**src/rtl/rfe_ram.sv**
```systemverilog
// Generic single-port-write, single-port-read RAM with registered read data.
module rfe_ram #(
  parameter int WIDTH = 8,
  parameter int DEPTH = 16
) (
  input  logic                                   clk,
  input  logic                                   we,
  input  logic [(DEPTH > 1 ? $clog2(DEPTH) : 1)-1:0] waddr,
  input  logic [WIDTH-1:0]                       wdata,
  input  logic [(DEPTH > 1 ? $clog2(DEPTH) : 1)-1:0] raddr,
  output logic [WIDTH-1:0]                       rdata
);

  logic [WIDTH-1:0] mem [DEPTH];

  always_ff @(posedge clk) begin
    if (we) begin
      mem[waddr] <= wdata;
    end
    rdata <= mem[raddr];
  end

endmodule

```
**config.mk**
```make
export PLATFORM = sky130hd
export DESIGN_NAME = rfe_ram
export DESIGN_NICKNAME = d
export VERILOG_FILES = /design/src/rtl/rfe_ram.sv
export SDC_FILE = /design/constraint.sdc
export NUM_CORES = 1
export LEC_CHECK = 0
export ABC_AREA = 1
export BUFFER_PORTS_ARGS = -buffer_cell sky130_fd_sc_hd__buf_2
export CAP_MARGIN = 15
export CORE_ASPECT_RATIO = 0.7
export CORE_MARGIN = 3
export CORE_UTILIZATION = 54
export CTS_CLUSTER_DIAMETER = 200
export CTS_CLUSTER_SIZE = 40
export DETAILED_ROUTE_END_ITERATION = 10
export GPL_TIMING_DRIVEN = 0
export PLACE_DENSITY = 0.71
export SETUP_SLACK_MARGIN = 0.4
export SKIP_CTS_REPAIR_TIMING = 1
export SLEW_MARGIN = 20
export SYNTH_ARGS = -nofsm -noshare
export SYNTH_HDL_FRONTEND = slang
export SYNTH_SLANG_ARGS = --single-unit
```
**constraint.sdc**
```tcl
create_clock -name clk -period 1.35 [get_ports clk]
set_input_delay 0.135 -clock clk [delete_from_list [all_inputs] [get_ports clk]]
set_output_delay 0.135 -clock clk [all_outputs]
set_load 0.02 [all_outputs]
```
After elaboration in Yosys (flattened, before gate mapping)

Memories as Yosys holds them, arrays and structs flattened. A register that Yosys moved wholly into a read port is not among the register bits.
Cells that the tools add are included.
Widths: inputs -> output; s select.

Div/mod/pow operators: 0
Multiply operators: 0
Muxes and demuxes: 2
Shift operators: 0
Eq/ne operators: 0
Bitwise operators: 0
$lt $le $gt $ge: 0
Reduce and logical (&&, ||, !) cells: 0
$add $sub $neg: 0

Operator list:

| operator | count |
|---|---|
| $mux 1   | 2 |

ROM bits: 0
Memories kept: 1
Bits of input ports: 18
Output and inout port bits: 8
Bits in latches: 0
Memory bits (writable): 128
Register bits: 0
Word-level logic and storage cells: 3

Memories:

| memory | words | width | rd ports | clocked after memory_dff | write ports | line | source |
|---|---|---|---|---|---|---|---|
| mem    | 16    | 8     | 1        | 1                        | 1           | 14   | `logic [WIDTH-1:0] mem [DEPTH];` |

Depth between registers and ports, before layout

Word-level depth: 2
Gate-level depth with buffers: 8
Mapped depth without buffers: 7

Worst setup path before layout

OpenSTA, ideal clock, no wires.

Path type: in2reg
Start: input waddr[2] in the netlist's numbering
End: memory mem[10][0], enable pin
Library setup time: 0.370 ns
Arrival time: 0.716 ns
Buffers on the path: 0
Required time: 0.980 ns
Cell stages on the path: 2
Slack: 0.264 ns
Path through: nand3b_1 -> nor2_1

RTL lines:

| element         | line | source |
|---|---|---|
| start, declared | 8    | `input logic [(DEPTH > 1 ? $clog2(DEPTH) : 1)-1:0] waddr,` |
| end, declared   | 14   |  |

No word-level cell before the write port.

Worst setup path after layout

Start: input waddr[3] in the netlist's numbering
End: memory mem[6][6], enable pin

No word-level cell before the write port.

==> flow_metrics.tcl <==
set metrics [dict create \
    fin_crit_sh_pct 83.1 \
    r2r_end "rdata[3]" \
    timing.hold.ws_ns 0.113 \
    p_per_area_mw_per_mm2 1420 \
    cts_tree "done" \
    hold_class "in2reg" \
    via_count 4062 \
    drive_gt1_share_pct 28.7 \
    tightestPinTransition_ns 0.596 \
    worst_slack_ns 0.228 \
    synth_warnings 0 \
    core_mm2 0.0101 \
    drc_errors 2 \
    fmax_ghz 0.891 \
    ioPinCount 26 \
    final_common_cell "nand2_1" \
    reg2reg_from "mem[2][3]" \
    antenna_found_initial 0 \
    syn_to_final_growth_pct 22.9 \
    avgSynthCellArea_um2 10.5 \
    synth_cell_types 12 \
    drt_pre_antenna_iters 8 \
    cp_max_fo 8 \
    clockBufferDepth 2 \
    r2r_slack_ns 0.36 \
    skew_ns 0.00585 \
    antenna_left 0 \
    synthesis.nets 569 \
    layout_common_cells "nand2_1 (150), edfxtp_1 (128), inv_1 (97)" \
    cts_root_buf "clkbuf_16" \
    grt_usage_pct 24.7 \
    routed-wl-met2_um 6470 \
    die_area_mm2 0.0120 \
    vias_per_cell 5.53 \
    worstPathRequired_ns 1.40 \
    finalWeightedCongestion 0.930 \
    ir_drop_v 0.00101 \
    total_leakage_power_nw 3.02 \
    numPortBuffers 22 \
    cts.sinks 136 \
    fin_crit_ns 1.12 \
    die_width_um 130 \
    die_y_um 92.5 \
    wl_met1_um 6230 \
    pre_cts_ws_ns -0.269 \
    clkSlewWorstSetupHoldPaths_ns 0.06 \
    ys_ff_latch 136 \
    clk_latency_ns 0.41 \
    rsz0062_at_grt "true" \
    grt_pass1_wl_um 21300 \
    failed_checks "design-rule violations" \
    drv_slew 0 \
    routed_wl_um 14600 \
    grt_pass1_vias 3785 \
    ff2ff_path_depth 6 \
    startpoint "waddr[3]" \
    final-hold-violation-count 0 \
    grt_max_degree 17 \
    drt_iter0_markers 500 \
    final_nets 611 \
    end_kind "flop" \
    hold_depth 1 \
    num_antenna_cells 0 \
    synthCells 551 \
    min_to "mem[12][2]" \
    cts_max_level 4 \
    met3WireLength_um 1590 \
    gr-total-overflow 0 \
    num_rows 30 \
    maxCapViolCount 0 \
    placed_cells 701 \
    netlist_area_mm2 0.00577 \
    top_layer "met4" \
    setup_viol 0 \
    slew_headroom_pct 60.2 \
    ys_seq_area_share_pct 69.4 \
    hp-start "wdata[2]" \
    worstSetupPathType "in2reg" \
    status "complete, but fails checks" \
    crit_path_start_kind "primary input" \
    worstPathArrival_ns 1.17 \
    instances_no_fill 734 \
    place_hpwl_um 8990 \
    finalSetupTns_ns 0 \
    cts_buffers 17 \
    initial_core_util_pct 57.3 \
    wl_per_cell_um 19.8 \
]
## worst max-delay path: stages
cell	delay, ns
buf_2	0.12
nand3b_1	0.35
nor2_2	0.57
## how the worst max path moves through the flow
stage                            end  depth (start not counted)
after floorplan           mem[10][0]                          2
after global placement     mem[4][0]                          3
after detailed placement   mem[7][6]                          3
after CTS                  mem[4][5]                          3
after global routing       mem[5][7]                          3
final                      mem[6][6]                          3
## synth_stat cells (all sizes together)
master | number | area, um^2
buf | 24 | 166
inv | 102 | 383
nand2 | 173 | 649
nor2 | 17 | 63.8
edfxtp | 128 | 3840
nand3 | 97 | 485
dfxtp | 8 | 160
nand3b | 2 | 15.0
## power by group
group / switching [mW] / leakage (nW) / internal, mW
logic: 0.548 / 1.52 / 0.251
clock network: 1.57 / 0.280 / 2.92
registers: 0.0298 / 1.22 / 4.73
## kinds of logic (layout without fill, tap and decap cells)
family	count (synthesis)	in the layout	share of synthesized area (%)
flops	136	136	69.4
simple gates	289	289	21.0
buf+inv	126	181	9.52
## final cells by class
class,count,area (um^2)
clock inverter,3,65.1
inverter,102,383
multi-input combinational,289,1620
buffer,24,168
timing repair buffer,23,168
sequential,136,4010
clock buffer,29,510
tap,128,160
fill,679,2970
## flip-flops by register name, summed over array words and instances (netlist names)
name / cells
rdata: 8
mem: 128
## routing by layer
| layer | vias to the layer above | track usage (%) |
|---|---|---|
| li1 | 1862 | - |
| met1 | 1940 | 37.4 |
| met2 | 241 | 34.4 |
| met3 | 19 | 6.74 |
| met4 | 0 | 8.82 |
| met5 | - | 0 |
## metrics by stage
step / util (%) / total power [mW] / cell area (um^2)
2_1_floorplan: - / 5.20 / 5780
5_1_grt: 70.4 / 10.3 / 7090
3_5_place_dp: 60.2 / 5.47 / 6050
3_3_place_gp: 60.2 / 5.45 / 6050
4_1_cts: 65.9 / 9.89 / 6630
6_report: 70.4 / 10.0 / 7090
No activity file was read; power rests on OpenSTA's default activity.
